`src/rtl/hrhc_pkg.sv`:
```
// shared types, keyword tables and codes of the http reply header classifier
package hrhc_pkg;

  localparam int HEADER_LIMIT = 8191;
  localparam int HDR_W        = 13;
  localparam int NUM_KEYS     = 6;
  localparam int MAGIC_LEN    = 5;

  typedef enum logic [2:0] {
    VERDICT_PUBLIC   = 3'd0,
    VERDICT_PRIVATE  = 3'd1,
    VERDICT_NEGATIVE = 3'd2,
    VERDICT_NOT_HTTP = 3'd3,
    VERDICT_OVERFLOW = 3'd4
  } verdict_t;

  typedef enum logic [2:0] {
    FLD_CODE    = 3'd0,
    FLD_CTYPE   = 3'd1,
    FLD_CLEN    = 3'd2,
    FLD_DATE    = 3'd3,
    FLD_EXPIRES = 3'd4,
    FLD_LM      = 3'd5,
    FLD_NONE    = 3'd6
  } field_t;

  localparam int FLAG_DATE  = 0;
  localparam int FLAG_EXP   = 1;
  localparam int FLAG_LM    = 2;
  localparam int FLAG_CTYPE = 3;

  localparam logic [7:0] CH_LF    = 8'h0a;
  localparam logic [7:0] CH_CR    = 8'h0d;
  localparam logic [7:0] CH_SPACE = 8'h20;
  localparam logic [7:0] CH_TAB   = 8'h09;
  localparam logic [7:0] CH_VT    = 8'h0b;
  localparam logic [7:0] CH_FF    = 8'h0c;
  localparam logic [7:0] CH_PLUS  = 8'h2b;
  localparam logic [7:0] CH_MINUS = 8'h2d;

  // keyword text, lower case, padded to 16 characters
  localparam logic [127:0] KEY_TEXT [NUM_KEYS] = '{
    "http            ",
    "content-type:   ",
    "content-length: ",
    "date:           ",
    "expires:        ",
    "last-modified:  "
  };
  localparam logic [3:0] KEY_LEN [NUM_KEYS] = '{4'd4, 4'd13, 4'd15, 4'd5, 4'd8, 4'd14};

  localparam logic [8*MAGIC_LEN-1:0] MAGIC = "HTTP/";

  typedef struct packed {
    logic [7:0] byte_value;
    logic       start_reply;
  } in_word_t;

  typedef struct packed {
    verdict_t          verdict;
    logic [15:0]       status_code;
    logic [31:0]       body_length;
    logic              has_date;
    logic              has_expires;
    logic              has_last_modified;
    logic              has_content_type;
    logic [HDR_W-1:0]  header_size;
  } result_t;

  function automatic logic [7:0] key_char(input int k, input logic [3:0] idx);
    logic [3:0] pos;
    pos = 4'd15 - idx;
    return KEY_TEXT[k][{pos, 3'b000} +: 8];
  endfunction

  // expected byte at header position pos (1 to MAGIC_LEN)
  function automatic logic [7:0] magic_char(input logic [2:0] pos);
    logic [2:0] sel;
    sel = 3'(MAGIC_LEN) - pos;
    return MAGIC[{sel, 3'b000} +: 8];
  endfunction

endpackage

```
`src/rtl/hrhc_in_stage.sv`:
```
// input register stage of the header classifier
module hrhc_in_stage (
  input  logic              clk,
  input  logic              rst_n,
  input  logic              in_valid,
  output logic              in_ready,
  input  logic [7:0]        in_byte_value,
  input  logic              in_start_reply,
  input  logic              take,
  output logic              word_valid,
  output hrhc_pkg::in_word_t word
);
  import hrhc_pkg::*;

  logic     valid_r, valid_nxt;
  in_word_t word_r;

  assign in_ready   = !valid_r || take;
  assign word_valid = valid_r;
  assign word       = word_r;

  always_comb begin
    if (in_valid && in_ready) begin
      valid_nxt = 1'b1;
    end else if (take) begin
      valid_nxt = 1'b0;
    end else begin
      valid_nxt = valid_r;
    end
  end

  always_ff @(posedge clk) begin
    if (!rst_n) begin
      valid_r <= 1'b0;
    end else begin
      valid_r <= valid_nxt;
    end
    if (in_valid && in_ready) begin
      word_r.byte_value  <= in_byte_value;
      word_r.start_reply <= in_start_reply;
    end
  end

endmodule

```
`src/rtl/hrhc_parser.sv`:
```
// parse state and per-byte update logic of the header classifier
module hrhc_parser (
  input  logic               clk,
  input  logic               rst_n,
  input  logic               fire,
  input  hrhc_pkg::in_word_t word,
  output logic               res_valid,
  output hrhc_pkg::result_t  res
);
  import hrhc_pkg::*;

  typedef enum logic [1:0] {
    VP_SKIP  = 2'd0,
    VP_PLUS  = 2'd1,
    VP_MINUS = 2'd2,
    VP_DONE  = 2'd3
  } val_phase_t;

  logic             phase_r, phase_nxt;
  logic [HDR_W-1:0] hdr_len_r, hdr_len_nxt;
  logic [HDR_W-1:0] line_len_r, line_len_nxt;
  logic [NUM_KEYS-1:0] kw_mask_r, kw_mask_nxt;
  logic [1:0]       blank_r, blank_nxt;
  logic             seen_space_r, seen_space_nxt;
  val_phase_t       vphase_r, vphase_nxt;
  logic [31:0]      acc_r, acc_nxt;
  logic [15:0]      code_r, code_nxt;
  logic [31:0]      clen_r, clen_nxt;
  logic [3:0]       flags_r, flags_nxt;

  // values after an optional start_reply clear
  logic             phase_b;
  logic [HDR_W-1:0] hdr_len_b, line_len_b;
  logic [NUM_KEYS-1:0] kw_mask_b;
  logic [1:0]       blank_b;
  logic             seen_space_b;
  val_phase_t       vphase_b;
  logic [31:0]      acc_b, clen_b;
  logic [15:0]      code_b;
  logic [3:0]       flags_b;

  logic [7:0]       b, c;
  logic [NUM_KEYS-1:0] m;
  field_t           fld;
  logic             is_digit, is_blank;
  logic [35:0]      acc_wide;
  logic [31:0]      acc_new;
  logic             emit;
  verdict_t         verdict;

  function automatic field_t active(input logic [NUM_KEYS-1:0] mask);
    field_t f;
    f = FLD_NONE;
    for (int k = NUM_KEYS - 1; k >= 0; k--) begin
      if (mask[k]) f = field_t'(3'(k));
    end
    return f;
  endfunction

  function automatic verdict_t classify(input logic [15:0] code, input logic exp);
    verdict_t v;
    unique case (code)
      16'd200, 16'd203, 16'd300, 16'd301, 16'd410: v = VERDICT_PUBLIC;
      16'd302: v = exp ? VERDICT_PUBLIC : VERDICT_PRIVATE;
      16'd204, 16'd305, 16'd400, 16'd403, 16'd404, 16'd405, 16'd414,
      16'd500, 16'd501, 16'd502, 16'd503, 16'd504:
        v = exp ? VERDICT_PUBLIC : VERDICT_NEGATIVE;
      default: v = VERDICT_PRIVATE;
    endcase
    return v;
  endfunction

  always_comb begin
    b = word.byte_value;
    if (word.start_reply) begin
      phase_b = 1'b0;  hdr_len_b = '0;  line_len_b = '0;  kw_mask_b = '1;
      blank_b = '0;    seen_space_b = 1'b0;  vphase_b = VP_SKIP;  acc_b = '0;
      code_b = '0;     clen_b = '0;   flags_b = '0;
    end else begin
      phase_b = phase_r;  hdr_len_b = hdr_len_r;  line_len_b = line_len_r;
      kw_mask_b = kw_mask_r;  blank_b = blank_r;  seen_space_b = seen_space_r;
      vphase_b = vphase_r;  acc_b = acc_r;  code_b = code_r;  clen_b = clen_r;
      flags_b = flags_r;
    end

    phase_nxt = phase_b;  hdr_len_nxt = hdr_len_b;  line_len_nxt = line_len_b;
    kw_mask_nxt = kw_mask_b;  blank_nxt = blank_b;  seen_space_nxt = seen_space_b;
    vphase_nxt = vphase_b;  acc_nxt = acc_b;  code_nxt = code_b;  clen_nxt = clen_b;
    flags_nxt = flags_b;

    c = (b >= "A" && b <= "Z") ? b + 8'd32 : b;
    is_digit = (b >= "0" && b <= "9");
    is_blank = (b == CH_SPACE) || (b == CH_TAB) || (b == CH_CR) || (b == CH_VT) ||
               (b == CH_FF);
    m = '0;
    for (int k = 0; k < NUM_KEYS; k++) begin
      if (kw_mask_b[k] && (line_len_b >= HDR_W'(KEY_LEN[k]) ||
                           c == key_char(k, line_len_b[3:0]))) begin
        m[k] = 1'b1;
      end
    end
    fld = seen_space_b ? active(kw_mask_b) : active(m);
    // acc * 10 + digit, saturated to 32 bits
    acc_wide = {acc_b, 3'b000} + {3'b000, acc_b, 1'b0} + {32'd0, b[3:0]};
    acc_new  = (acc_wide[35:32] != 4'd0) ? 32'hffff_ffff : acc_wide[31:0];

    emit = 1'b0;
    verdict = VERDICT_PRIVATE;

    if (!phase_b) begin
      hdr_len_nxt = hdr_len_b + HDR_W'(1);
      if (hdr_len_nxt <= HDR_W'(MAGIC_LEN) && b != magic_char(hdr_len_nxt[2:0])) begin
        emit = 1'b1;
        verdict = VERDICT_NOT_HTTP;
      end else if (b == CH_LF && blank_b != 2'd0) begin
        emit = 1'b1;
        verdict = classify(code_b, flags_b[FLAG_EXP]);
      end else begin
        if (b == CH_LF) begin
          blank_nxt = 2'd1;
          line_len_nxt = '0;
          kw_mask_nxt = '1;
          seen_space_nxt = 1'b0;
          vphase_nxt = VP_SKIP;
          acc_nxt = '0;
        end else begin
          blank_nxt = (b == CH_CR && blank_b != 2'd0) ? 2'd2 : 2'd0;
          if (!seen_space_b) begin
            kw_mask_nxt = m;
            if (b == CH_SPACE) begin
              seen_space_nxt = 1'b1;
              vphase_nxt = VP_SKIP;
              acc_nxt = '0;
              unique case (fld)
                FLD_CODE:    code_nxt = '0;
                FLD_CLEN:    clen_nxt = '0;
                FLD_DATE:    flags_nxt[FLAG_DATE] = 1'b1;
                FLD_EXPIRES: flags_nxt[FLAG_EXP] = 1'b0;
                FLD_LM:      flags_nxt[FLAG_LM] = 1'b1;
                FLD_CTYPE:   flags_nxt[FLAG_CTYPE] = 1'b1;
                default: ;
              endcase
            end
          end else begin
            if (b != CH_CR && fld == FLD_EXPIRES) flags_nxt[FLAG_EXP] = 1'b1;
            if (vphase_b == VP_SKIP && !is_digit) begin
              if (!is_blank) begin
                vphase_nxt = (b == CH_PLUS) ? VP_PLUS : (b == CH_MINUS) ? VP_MINUS : VP_DONE;
              end
            end else if (vphase_b == VP_DONE) begin
              vphase_nxt = VP_DONE;
            end else if (!is_digit) begin
              vphase_nxt = VP_DONE;
            end else begin
              if (vphase_b == VP_SKIP) vphase_nxt = VP_PLUS;
              acc_nxt = acc_new;
              if (fld == FLD_CODE) begin
                code_nxt = (vphase_b == VP_MINUS) ? 16'd0 :
                           (acc_new[31:16] != 16'd0) ? 16'hffff : acc_new[15:0];
              end else if (fld == FLD_CLEN) begin
                clen_nxt = (vphase_b == VP_MINUS) ? 32'd0 : acc_new;
              end
            end
          end
          if (line_len_b != HDR_W'(HEADER_LIMIT)) line_len_nxt = line_len_b + HDR_W'(1);
        end
        if (hdr_len_nxt >= HDR_W'(HEADER_LIMIT)) begin
          emit = 1'b1;
          verdict = VERDICT_OVERFLOW;
        end
      end
      if (emit) phase_nxt = 1'b1;
    end

    res.verdict           = verdict;
    res.status_code       = code_nxt;
    res.body_length       = clen_nxt;
    res.has_date          = flags_nxt[FLAG_DATE];
    res.has_expires       = flags_nxt[FLAG_EXP];
    res.has_last_modified = flags_nxt[FLAG_LM];
    res.has_content_type  = flags_nxt[FLAG_CTYPE];
    res.header_size       = hdr_len_nxt;
    res_valid             = emit;
  end

  always_ff @(posedge clk) begin
    if (!rst_n) begin
      phase_r <= 1'b0;  hdr_len_r <= '0;  line_len_r <= '0;  kw_mask_r <= '1;
      blank_r <= '0;    seen_space_r <= 1'b0;  vphase_r <= VP_SKIP;  acc_r <= '0;
      code_r <= '0;     clen_r <= '0;   flags_r <= '0;
    end else if (fire) begin
      phase_r <= phase_nxt;  hdr_len_r <= hdr_len_nxt;  line_len_r <= line_len_nxt;
      kw_mask_r <= kw_mask_nxt;  blank_r <= blank_nxt;  seen_space_r <= seen_space_nxt;
      vphase_r <= vphase_nxt;  acc_r <= acc_nxt;  code_r <= code_nxt;
      clen_r <= clen_nxt;  flags_r <= flags_nxt;
    end
  end

endmodule

```
`src/rtl/hrhc_out_stage.sv`:
```
// result register of the header classifier
module hrhc_out_stage (
  input  logic              clk,
  input  logic              rst_n,
  input  logic              load,
  input  hrhc_pkg::result_t res,
  output logic              space,
  output logic              out_valid,
  input  logic              out_ready,
  output hrhc_pkg::result_t out_word
);
  import hrhc_pkg::*;

  logic    valid_r, valid_nxt;
  result_t word_r;

  assign space     = !valid_r || out_ready;
  assign out_valid = valid_r;
  assign out_word  = word_r;

  always_comb begin
    if (load) begin
      valid_nxt = 1'b1;
    end else if (out_ready) begin
      valid_nxt = 1'b0;
    end else begin
      valid_nxt = valid_r;
    end
  end

  always_ff @(posedge clk) begin
    if (!rst_n) begin
      valid_r <= 1'b0;
    end else begin
      valid_r <= valid_nxt;
    end
    if (load) begin
      word_r <= res;
    end
  end

endmodule

```
`src/rtl/http_reply_header_classifier.sv`:
```
// top level: http reply header classifier, one byte per cycle
// a verdict word reaches out_valid through the input register and then the result register
// throughput: one byte per cycle while out_ready is high; the byte update is a single
// combinational pass between the input register and the parse state
// reset (rst_n low, synchronous) clears the parse state and empties both registers;
// in_start_reply clears the parse state just before its byte is taken
module http_reply_header_classifier (
  input  logic        clk,
  input  logic        rst_n,
  input  logic        in_valid,
  output logic        in_ready,
  input  logic [7:0]  in_byte_value,
  input  logic        in_start_reply,
  output logic        out_valid,
  input  logic        out_ready,
  output logic [2:0]  out_verdict,
  output logic [15:0] out_status_code,
  output logic [31:0] out_body_length,
  output logic        out_has_date,
  output logic        out_has_expires,
  output logic        out_has_last_modified,
  output logic        out_has_content_type,
  output logic [12:0] out_header_size
);
  import hrhc_pkg::*;

  in_word_t word;
  logic     word_valid;
  logic     space;
  logic     fire;
  logic     res_valid;
  result_t  res;
  result_t  out_word;

  // a buffered byte moves on once the result register can take a word
  assign fire = word_valid && space;

  hrhc_in_stage u_in (
    .clk            (clk),
    .rst_n          (rst_n),
    .in_valid       (in_valid),
    .in_ready       (in_ready),
    .in_byte_value  (in_byte_value),
    .in_start_reply (in_start_reply),
    .take           (fire),
    .word_valid     (word_valid),
    .word           (word)
  );

  hrhc_parser u_parser (
    .clk       (clk),
    .rst_n     (rst_n),
    .fire      (fire),
    .word      (word),
    .res_valid (res_valid),
    .res       (res)
  );

  hrhc_out_stage u_out (
    .clk       (clk),
    .rst_n     (rst_n),
    .load      (fire && res_valid),
    .res       (res),
    .space     (space),
    .out_valid (out_valid),
    .out_ready (out_ready),
    .out_word  (out_word)
  );

  assign out_verdict           = 3'(out_word.verdict);
  assign out_status_code       = out_word.status_code;
  assign out_body_length       = out_word.body_length;
  assign out_has_date          = out_word.has_date;
  assign out_has_expires       = out_word.has_expires;
  assign out_has_last_modified = out_word.has_last_modified;
  assign out_has_content_type  = out_word.has_content_type;
  assign out_header_size       = out_word.header_size;

endmodule

```
`config.mk`:
```
export PLATFORM = sky130hd
export DESIGN_NAME = http_reply_header_classifier
export DESIGN_NICKNAME = d
export VERILOG_FILES = /design/src/rtl/hrhc_pkg.sv /design/src/rtl/hrhc_in_stage.sv /design/src/rtl/hrhc_parser.sv /design/src/rtl/hrhc_out_stage.sv /design/src/rtl/http_reply_header_classifier.sv
export SDC_FILE = /design/constraint.sdc
export NUM_CORES = 1
export LEC_CHECK = 0
export ABC_CLOCK_PERIOD_IN_PS = 7400
export BUFFER_PORTS_ARGS = -buffer_cell sky130_fd_sc_hd__buf_2
export CAP_MARGIN = 20
export CORE_UTILIZATION = 53
export CTS_CLUSTER_DIAMETER = 50
export DETAILED_ROUTE_END_ITERATION = 7
export GPL_TIMING_DRIVEN = 0
export PLACE_DENSITY = 0.73
export SYNTH_ARGS = -nofsm -noshare
export SYNTH_HDL_FRONTEND = slang
export SYNTH_SLANG_ARGS = --single-unit
```
`constraint.sdc`:
```
create_clock -name clk -period 7.4 [get_ports clk]
set_input_delay 1.85 -clock clk [delete_from_list [all_inputs] [get_ports clk]]
set_output_delay 1.85 -clock clk [all_outputs]
set_load 0.005 [all_outputs]
```
### Yosys cells after proc, flatten, opt, wreduce, memory -nomap -nowiden

Cells that the tools add are included.

* memories: 0
* logic and storage cells: 265
* output and inout bits: 70
* register bits after elaboration: 201
* memory bits (writable): 0
* bits in read-only memories: 0
* bits in latches: 0
* bits of input ports: 13

* shift-type cells: 7
* reductions and logical operators: 41
* div/mod/pow operators: 0
* magnitude comparators: 12
* $add $sub $neg: 7
* bitwise gates (word level): 0
* mux-type cells: 132
* multiply operators: 0
* eq/ne operators: 42

Operator list (number)
* $mux 32: 25
* $shiftx 128x8->8 const A: 6
* $eq 16x9->1 const B: 15
* $mux 16: 14
* $mux 13: 8
* $ge 13x4->1 const B: 4
* $mux 2: 26
* $eq 16x8->1 const B: 3
* $eq 8x8->1: 6
* $eq 8x4->1 const B: 5
* $shiftx 40x7->8 const A: 1
* $add 35x33->36: 1
* $add 36x4->36: 1
* $mux 6: 6
* $mux 1: 34
* $mux 3: 11
* $add 13x1->13 const B: 2
* $ge 13x3->1 const B: 2
* $eq 8x6->1 const B: 3
* $mux 4: 6
* $logic_and 1x1->1: 16
* $reduce_bool 16->1: 1
* $ge 13x13->1 const B: 1
* $le 13x3->1 const B: 1
* other kinds (25): 43

### Longest topological paths before layout

Gate-level depths: netlist of run 1.

* depth in word-level cells: 25
* depth in mapped cells: 29
* mapped depth without buffers: 18

### Hierarchy

A second synthesis of run 1 with hierarchy kept.

* cells, all modules: 1905
* area, all modules: 15260.9 um2

Modules (own cells, without submodules)
* hrhc_parser: area an instance 12829.8 um2, times used 1, seq. area each 2442.3 um2, cells an instance 1817
* hrhc_out_stage: area an instance 2090.8 um2, times used 1, seq. area each 2062.0 um2, cells an instance 72
* hrhc_in_stage: area an instance 327.8 um2, times used 1, seq. area each 290.3 um2, cells an instance 14
* http_reply_header_classifier: area an instance 12.5 um2, times used 1, seq. area each 0.0 um2, cells an instance 2

### Worst setup path after synthesis of run 1

OpenSTA, ideal clock, no wires.

* kind: register to register
* from: register u_in.word_r, in the netlist u_in.word[0]
* to: register u_out.word_r, in the netlist u_out.out_word[0], enable pin
* data required time: 6.882 ns
* buffers on the path: 2
* setup slack: 0.596 ns
* setup time: 0.518 ns
* arrival: 6.286 ns
* stages on the path, launching flop included: 17
* period minus slack after synthesis: 6.804 ns
* cells stage by stage: edfxtp_1 > buf_2 > clkinv_1 > nand2_1 > inv_1 > ha_1 > inv_1 > xnor2_1 > ha_1 > a31oi_1 > o22ai_1 > o2111ai_1 > nand4_1 > or4_1 > clkbuf_1 > and2_1 > a21oi_1

* cells in the longest elaborated chain, start to end: 10
* elaborated cells on any way between the ends: 18
* classes of those cells: add/sub: 2; order compare: 2; eq/ne: 1; shift: 1; mux: 8; reduce/logical: 4

RTL lines
* start, declared: RTL line hrhc_in_stage.sv:16 `in_word_t word_r;`
* $mux 13: RTL line hrhc_parser.sv:75 `if (word.start_reply) begin`
* $add 13x1->13: RTL line hrhc_parser.sv:111 `hdr_len_nxt = hdr_len_b + HDR_W'(1);`
* $sub 3x3->3: RTL line hrhc_pkg.sv:79 `sel = 3'(MAGIC_LEN) - pos;`
* $shiftx 40x7->8: RTL line hrhc_pkg.sv:80 `return MAGIC[{sel, 3'b000} +: 8];`
* $ne 8x8->1: RTL line hrhc_parser.sv:112 `if (hdr_len_nxt <= HDR_W'(MAGIC_LEN) && b != magic_char(hdr_len_nxt[2:0])) begin`
* $logic_and 1x1->1: RTL line hrhc_parser.sv:112
* $mux 1: RTL line hrhc_parser.sv:112
* $mux 1: RTL line hrhc_parser.sv:110 `if (!phase_b) begin`
* $mux 1 (*): RTL line hrhc_parser.sv:110
* $logic_and 1x1->1 (*): RTL line http_reply_header_classifier.sv:62 `.load (fire && res_valid),`
* via u_out.load: RTL line hrhc_out_stage.sv:5 `input logic load,`
* end signal, assigned: RTL line hrhc_out_stage.sv:38 `word_r <= res;`
* end, declared: RTL line hrhc_out_stage.sv:15 `result_t word_r;`

Mark *: on every way through the listed nets, which the timed path passes. The rest lies on a longest branch. The select of a mux whose other input is x is not followed.
A chain may end at the register's enable or synchronous reset.

==> results of run 1 <==
kinds of logic (layout without fill, tap and decap cells):
family                   after synthesis  in the layout  share of synthesized area
flip-flops                           201            201                      0.328
XOR/XNOR                              65             65                     0.0390
buffers and inverters                165            299                     0.0461
multiplexers                          10             10                    0.00719
adder cells (fa/ha/maj)               78             78                     0.0673
AND/OR/NAND/NOR                      701            701                      0.235
AO/OA/AOI/OAI                        600            600                      0.278
other                                  0              1                          0
sequential cells by signal, indices dropped and copies added (netlist names):
register / cells
u_out.out_word: 68
u_parser.acc_r: 32
u_parser.clen_r: 32
u_parser.code_r: 16
u_parser.hdr_len_r: 13
u_parser.line_len_r: 13
u_in.word: 9
u_parser.kw_mask_r: 6
u_parser.flags_r: 4
u_parser.blank_r: 2
u_parser.vphase_r: 2
u_in.word_valid: 1
u_out.out_valid: 1
u_parser.phase_r: 1
u_parser.seen_space_r: 1
metrics by stage:
step	setup slack, ns	instance area [um^2]	instances	utilization
6_report	0.0857	16500	2296	0.612
2_1_floorplan	0.596	14600	1820	-
4_1_cts	0.0437	16500	2294	0.610
3_3_place_gp	-3.26	15400	2243	0.572
5_1_grt	-0.0193	16500	2295	0.612
3_5_place_dp	-2.40	15500	2246	0.574
final cells by class:
cell class / instances / area (um^2) / area share
clock inverters: 18 / 175 / 0.0106
plain buffers: 117 / 531 / 0.0321
repair buffers: 87 / 478 / 0.0289
inverters: 46 / 173 / 0.0104
diodes: 1 / 2.50 / 0.000151
well taps: 341 / 427 / 0.0258
clock buffers: 31 / 701 / 0.0424
multi-input cells: 1454 / 9260 / 0.560
flip-flops and latches: 201 / 4790 / 0.290
worst paths after layout:
check | startpoint | to | slack (ns) | cells past startpoint
max | u_in.word[0] | u_out.out_word[64] | 0.09 | 19
min | u_parser.clen_r[8] | u_parser.clen_r[8] | 0.46 | 1
max reg2reg | u_in.word[0] | u_out.out_word[64] | 0.09 | 19
min reg2reg | u_parser.clen_r[8] | u_parser.clen_r[8] | 0.46 | 1
power by group:
group          internal (mW)  switching (mW)
combinational         0.0646           0.173
clock                  0.757           0.530
sequential              1.17          0.0114
total                   1.99           0.715
synthesized netlist by cell type, drive strengths merged, types with 29 or more instances:
master | instances | area [um^2]
xnor2 | 41 | 359
dfxtp | 124 | 2480
a21o | 40 | 300
nor2 | 191 | 717
a21oi | 163 | 816
nand4 | 29 | 181
nand2 | 212 | 796
nand3 | 41 | 228
clkbuf | 92 | 345
o21ai | 125 | 629
nor3 | 45 | 245
nor2b | 57 | 357
edfxtp | 77 | 2310
ha | 77 | 963
inv | 45 | 169
layer usage:
layer | up-vias | track usage | part of all wire
met4 | 2 | 0.144 | 0.038
met2 | 946 | 0.580 | 0.43
met3 | 155 | 0.0773 | 0.11
met1 | 7187 | 0.530 | 0.42
met5 | - | 0 | 0.00030
li1 | 6975 | - | -
layout by cell type, fill, tap and decap left out, types with 17 or more instances in the layout:
master / instances
nand2_1: 212
clkbuf_16: 27
a31oi_1: 20
xor2_1: 24
dfxtp_1: 124
o21ai_0: 115
and2_1: 24
a21oi_1: 162
nor2_1: 179
buf_2: 96
xnor2_1: 40
a22o_1: 25
clkbuf_1: 85
nor3_1: 40
edfxtp_1: 77
a211oi_1: 20
nand3_1: 38
nand4_1: 29
a21o_1: 40
inv_1: 44
nor2b_1: 57
o2bb2ai_1: 27
o211ai_1: 17
ha_1: 77
critical path, cell delays in order (launching register included):
cell and delay (ns):
edfxtp_1 0.34, buf_2 0.20, clkinv_1 0.26, clkbuf_1 0.67, clkbuf_1 0.59, nand2_1 0.34
ha_1 0.59, clkbuf_1 0.49, o21ai_0 0.19, a2111o_1 0.44, o21ai_0 0.21, xnor2_1 0.17
nand3_1 0.16, o21a_4 0.29, o221ai_4 0.30, nand3_2 0.28, o31ai_1 0.85, a21oi_1 0.13
a31oi_1 0.39, o21ai_0 0.12
repair_timing:
| action | in CTS | in global routing |
|---|---|---|
| resized for setup | 35 | 12 |
| pin swaps | 0 | 1 |
| setup endpoints to repair | 128 | 65 |
| buffers inserted | 0 | 1 |
==> impl_metrics.yaml, run 1 <==
outcome:
  outcome: "complete, no violations"
clocking:
  cts-root-buf: "clkbuf_16"
  hold_fix_buffers_at_cts: 0
  tritoncts: "yes"
  cts.clk_slew.worst_paths_ns: 0.06
  clock_latency_of_the_later_clocked_register_in_the_worst_skew_pair_ns: 0.55
  cts_made_buffers: 27
  number_of_levels_in_the_clock_h_tree: 1
  number_of_sinks_driven_by_the_clock_tree: 201
  clock_tree.buffer_depth: 3
worst_setup_path:
  worst_ep_arrival_time_ns: 7.59
  worst-endpoint-required_ns: 7.68
  worst_setup_path_end_kind: "flip-flop"
  critical_path_peak_fanout: 10
  worstSetupPathType: "flip-flop to flip-flop"
  kind_of_launch_point_of_the_worst_setup_path: "flip-flop"
sta:
  timing.hold.ws_ns: 0.465
  tns_ns: 0
  max_clock_freq_ghz: 0.137
  slew_viol_final: 0
  fin_worst_skew_ns: 0.0333
  final_min_period_over_clock_period: 0.988
  worst_slew_margin_rel: 0.183
  setup_viol_count_final: 0
  timing_hold_violations_final: 0
  min_tclk_post_route_ns: 7.31
  timing_worst_slew_pin_value_ns: 1.22
synth:
  syn_area_um2: 14600
  synth_edf_count: 77
  netlist_instances: 1820
  syn_area_per_cell_um2: 8.03
  ys_seq_area_frac: 0.328
  synth-async-reset-ratio: 0
  count_of_different_cell_masters_after_synthesis: 102
  synth_top_flop_cell: "dfxtp_1"
  synth_seq_cells: 201
  ys_warnings: 0
  mapped_nets: 1911
pwr:
  vdd_ir_drop_max_v: 0.000182
  pwr_density_cell_nw_per_um2: 164
  cellLeakagePower_nw: 6.38
  power.total_mw: 2.71
route:
  drtIter0Drc: 1942
  detail_route.wirelength_um: 54100
  route.vias.total: 15300
  route.detailed.drc: 0
  detail_route.wl_per_cell_um: 23.5
  vias_per_cell: 6.65
  postRouteAntennaNets: 0
  drt-pass1-iter-count: 6
floorplan:
  top_level_ports: 83
  design.die.area_um2: 28200
  coreArea_um2: 27000
  floorplan.initialDensity: 0.541
  chipHeight_um: 168
  die_w_um: 168
  rows: 60
job:
  max_cap_viol_count: 0
min_path:
  hold_path_class: "flip-flop to flip-flop"
global_routing:
  initial_antenna_violation_count: 2
  grtUsageTotal: 0.381
  grt_start_max_net_pins: 33
  vias_in_the_first_global_route: 14200
  grt_first_pass_wirelength_um: 83400
  globalRoute.totalOverflow: 0
place:
  numPortBuffers: 82
  gp_congestion: 1.03
  place_hpwl_um: 40800
layout:
  fraction_of_final_layout_cells_sized_beyond_drive_strength_1: 0.115
  area_growth_syn_to_layout_pct: 13.2
  nets: 2025
  filler_cells: 2494
Power figures use the tool's default switching activity.
==> run 2: changes to the inputs <==
--- a/config.mk
+++ b/config.mk
@@ -7,3 +7,3 @@
 export LEC_CHECK = 0
-export ABC_CLOCK_PERIOD_IN_PS = 7400
+export ABC_CLOCK_PERIOD_IN_PS = 6100
 export BUFFER_PORTS_ARGS = -buffer_cell sky130_fd_sc_hd__buf_2
@@ -14,3 +14,3 @@
 export GPL_TIMING_DRIVEN = 0
-export PLACE_DENSITY = 0.73
+export PLACE_DENSITY = 0.76
 export SYNTH_ARGS = -nofsm -noshare
==> constraint.sdc (replaced) <==
create_clock -name clk -period 6.1 [get_ports clk]
set_input_delay 0.915 -clock clk [delete_from_list [all_inputs] [get_ports clk]]
set_output_delay 0.915 -clock clk [all_outputs]
set_load 0.005 [all_outputs]
==> run 2 against run 1 <==
Effect of this change: first-iteration DRC count fell by 0.36%; clock power rose by 25%; utilization rose by 1.5 points; final cell count rose by 0.52%; largest cell class unchanged; largest power group unchanged; highest routed layer unchanged.
==> impl_metrics.yaml, run 2 (synthesized netlist as in run 1, its figures left out) <==
clocking:
  clock_latency_of_the_later_clocked_register_in_the_worst_skew_pair_ns: 0.57
  number_of_levels_in_the_clock_h_tree: 1
  number_of_sinks_driven_by_the_clock_tree: 201
  clock_tree.buffer_depth: 3
  tritoncts: "yes"
  cts-root-buf: "clkbuf_16"
  hold_fix_buffers_at_cts: 0
  cts_made_buffers: 27
  cts.clk_slew.worst_paths_ns: 0.06
route:
  drtIter0Drc: 1935
  vias_per_cell: 6.67
  route.vias.total: 15400
  detail_route.wl_per_cell_um: 22.9
  route.detailed.drc: 0
  postRouteAntennaNets: 0
  detail_route.wirelength_um: 52800
  drt-pass1-iter-count: 6
sta:
  min_tclk_post_route_ns: 6.02
  timing_hold_violations_final: 0
  worst_slew_margin_rel: 0.288
  grt_setup_unrepaired: "false"
  fin_worst_skew_ns: 0.0271
  timing_worst_slew_pin_value_ns: 1.06
  slew_viol_final: 0
  final_min_period_over_clock_period: 0.987
  max_clock_freq_ghz: 0.166
  setup_viol_count_final: 0
pwr:
  vdd_ir_drop_max_v: 0.000224
  pwr_density_cell_nw_per_um2: 197
  cellLeakagePower_nw: 6.54
worst_setup_path:
  worst_setup_path_end_kind: "flip-flop"
  critical_path.n_buffers_inverters: 5
  cp_cell_sequence: "buf_6, clkinv_1, buf_2, clkbuf_4, nand2_1, ha_1, or3b_2, o311a_1, xor2_1, nand3_1, or4_4, o221ai_1, a32o_2, nand3_2, or2_0, clkbuf_1, a21oi_1, o31ai_2, a32oi_1"
  worst_ep_arrival_time_ns: 6.37
  worst-endpoint-required_ns: 6.45
  timing.critical_path.slowest_stage_cell: "or4_4"
  critPathMaxStageDelay_ns: 0.60
  kind_of_launch_point_of_the_worst_setup_path: "flip-flop"
  critical_path_peak_fanout: 10
  worstSetupPathType: "flip-flop to flip-flop"
  timing.reg2reg.setup_slack_ns: 0.08
  critical-path-top-delay-family: "simple AND/OR/NAND/NOR gates"
global_routing:
  vias_in_the_first_global_route: 14400
  grt_first_pass_wirelength_um: 81800
  initial_antenna_violation_count: 2
  globalRoute.totalOverflow: 0
  grtUsageTotal: 0.371
  grt_start_max_net_pins: 35
layout:
  area_growth_syn_to_layout_pct: 15.9
  sequential_cell_area_um2: 4790
  nets: 2037
  fraction_of_final_layout_cells_sized_beyond_drive_strength_1: 0.137
  fin_cells: 2308
  layout.cells.most_common: "nand2_1"
  antenna_cells: 0
  largest_register_ffs: 68
  filler_cells: 2398
  postLayoutCellArea_um2: 16900
  multi_input_comb_area_um2: 9410
  mostFrequentLayoutCells: "nand2_1 (212), nor2_1 (174), a21oi_1 (161)"
place:
  numPortBuffers: 82
  place_hpwl_um: 39800
  dpl.cell_count: 2245
  dpl_cell_area_um2: 15500
  gp_congestion: 1.00
floorplan:
  design.die.area_um2: 28200
  chipHeight_um: 168
  die_w_um: 168
  top_level_ports: 83
  rows: 60
  floorplan.initialDensity: 0.541
  coreArea_um2: 27000
min_path:
  hold_path_class: "flip-flop to flip-flop"
job:
  max_cap_viol_count: 0
outcome:
  outcome: "complete, no violations"
[run 2: path summary, 6_finish.rpt]
check | to | from | cells after the start
min reg2reg | u_parser.clen_r[18] | u_parser.clen_r[18] | 1
max reg2reg | u_out.out_word[50] | u_in.word[0] | 19
max | u_out.out_word[50] | u_in.word[0] | 19
min | u_parser.clen_r[18] | u_parser.clen_r[18] | 1
[run 2: where the power goes]
part / total [mW] / switching (mW) / leakage, nW / internal [mW]
clock network: 1.61 / 0.666 / 0.436 / 0.939
registers: 1.43 / 0.0121 / 1.74 / 1.42
logic: 0.300 / 0.213 / 4.37 / 0.0877
total: 3.34 / 0.891 / 6.54 / 2.45
[run 2: area by class of cell]
type / count / share of cell area
inverter: 46 / 0.0102
clock inverter: 20 / 0.0121
multi-input combinational: 1454 / 0.555
timing repair buffer: 100 / 0.0341
buffer: 116 / 0.0384
tap: 341 / 0.0252
sequential: 201 / 0.283
clock buffer: 30 / 0.0417
[run 2: layer usage]
layer | vias up | GRT usage | wire [um]
li1 | 6998 | - | -
met1 | 7265 | 0.511 | 22200
met2 | 941 | 0.570 | 22800
met3 | 181 | 0.0675 | 5700
met4 | 2 | 0.154 | 2120
met5 | - | 0 | 13
[run 2: timing repair]
action,CTS,global route
buffers inserted,10,6
pin swaps,12,6
endpoints found under the setup margin,128,116
gates resized for setup,96,29
[run 2: worst reg2reg max path: cells and delay by family (launching register included)]
kind / cells / cell delay [ns]
buf+inv: 5 / 1.35
fa+ha+maj: 1 / 0.50
compound gates: 6 / 1.44
simple gates: 6 / 1.97
xor+xnor: 1 / 0.20
flops: 1 / 0.38
[run 2: through the flow]
step	setup slack, ns	TNS [ns]	power, mW	hold WS [ns]	util
3_5_place_dp	-3.07	-320.49	1.74	0.451	0.575
6_report	0.0799	0	3.34	0.465	0.627
3_3_place_gp	-3.02	-404.92	1.73	0.441	0.573
4_1_cts	0.0124	0	3.33	0.468	0.623
2_1_floorplan	-0.0101	-0.0101	1.62	0.427	-
5_1_grt	0.00179	0	3.41	0.481	0.627
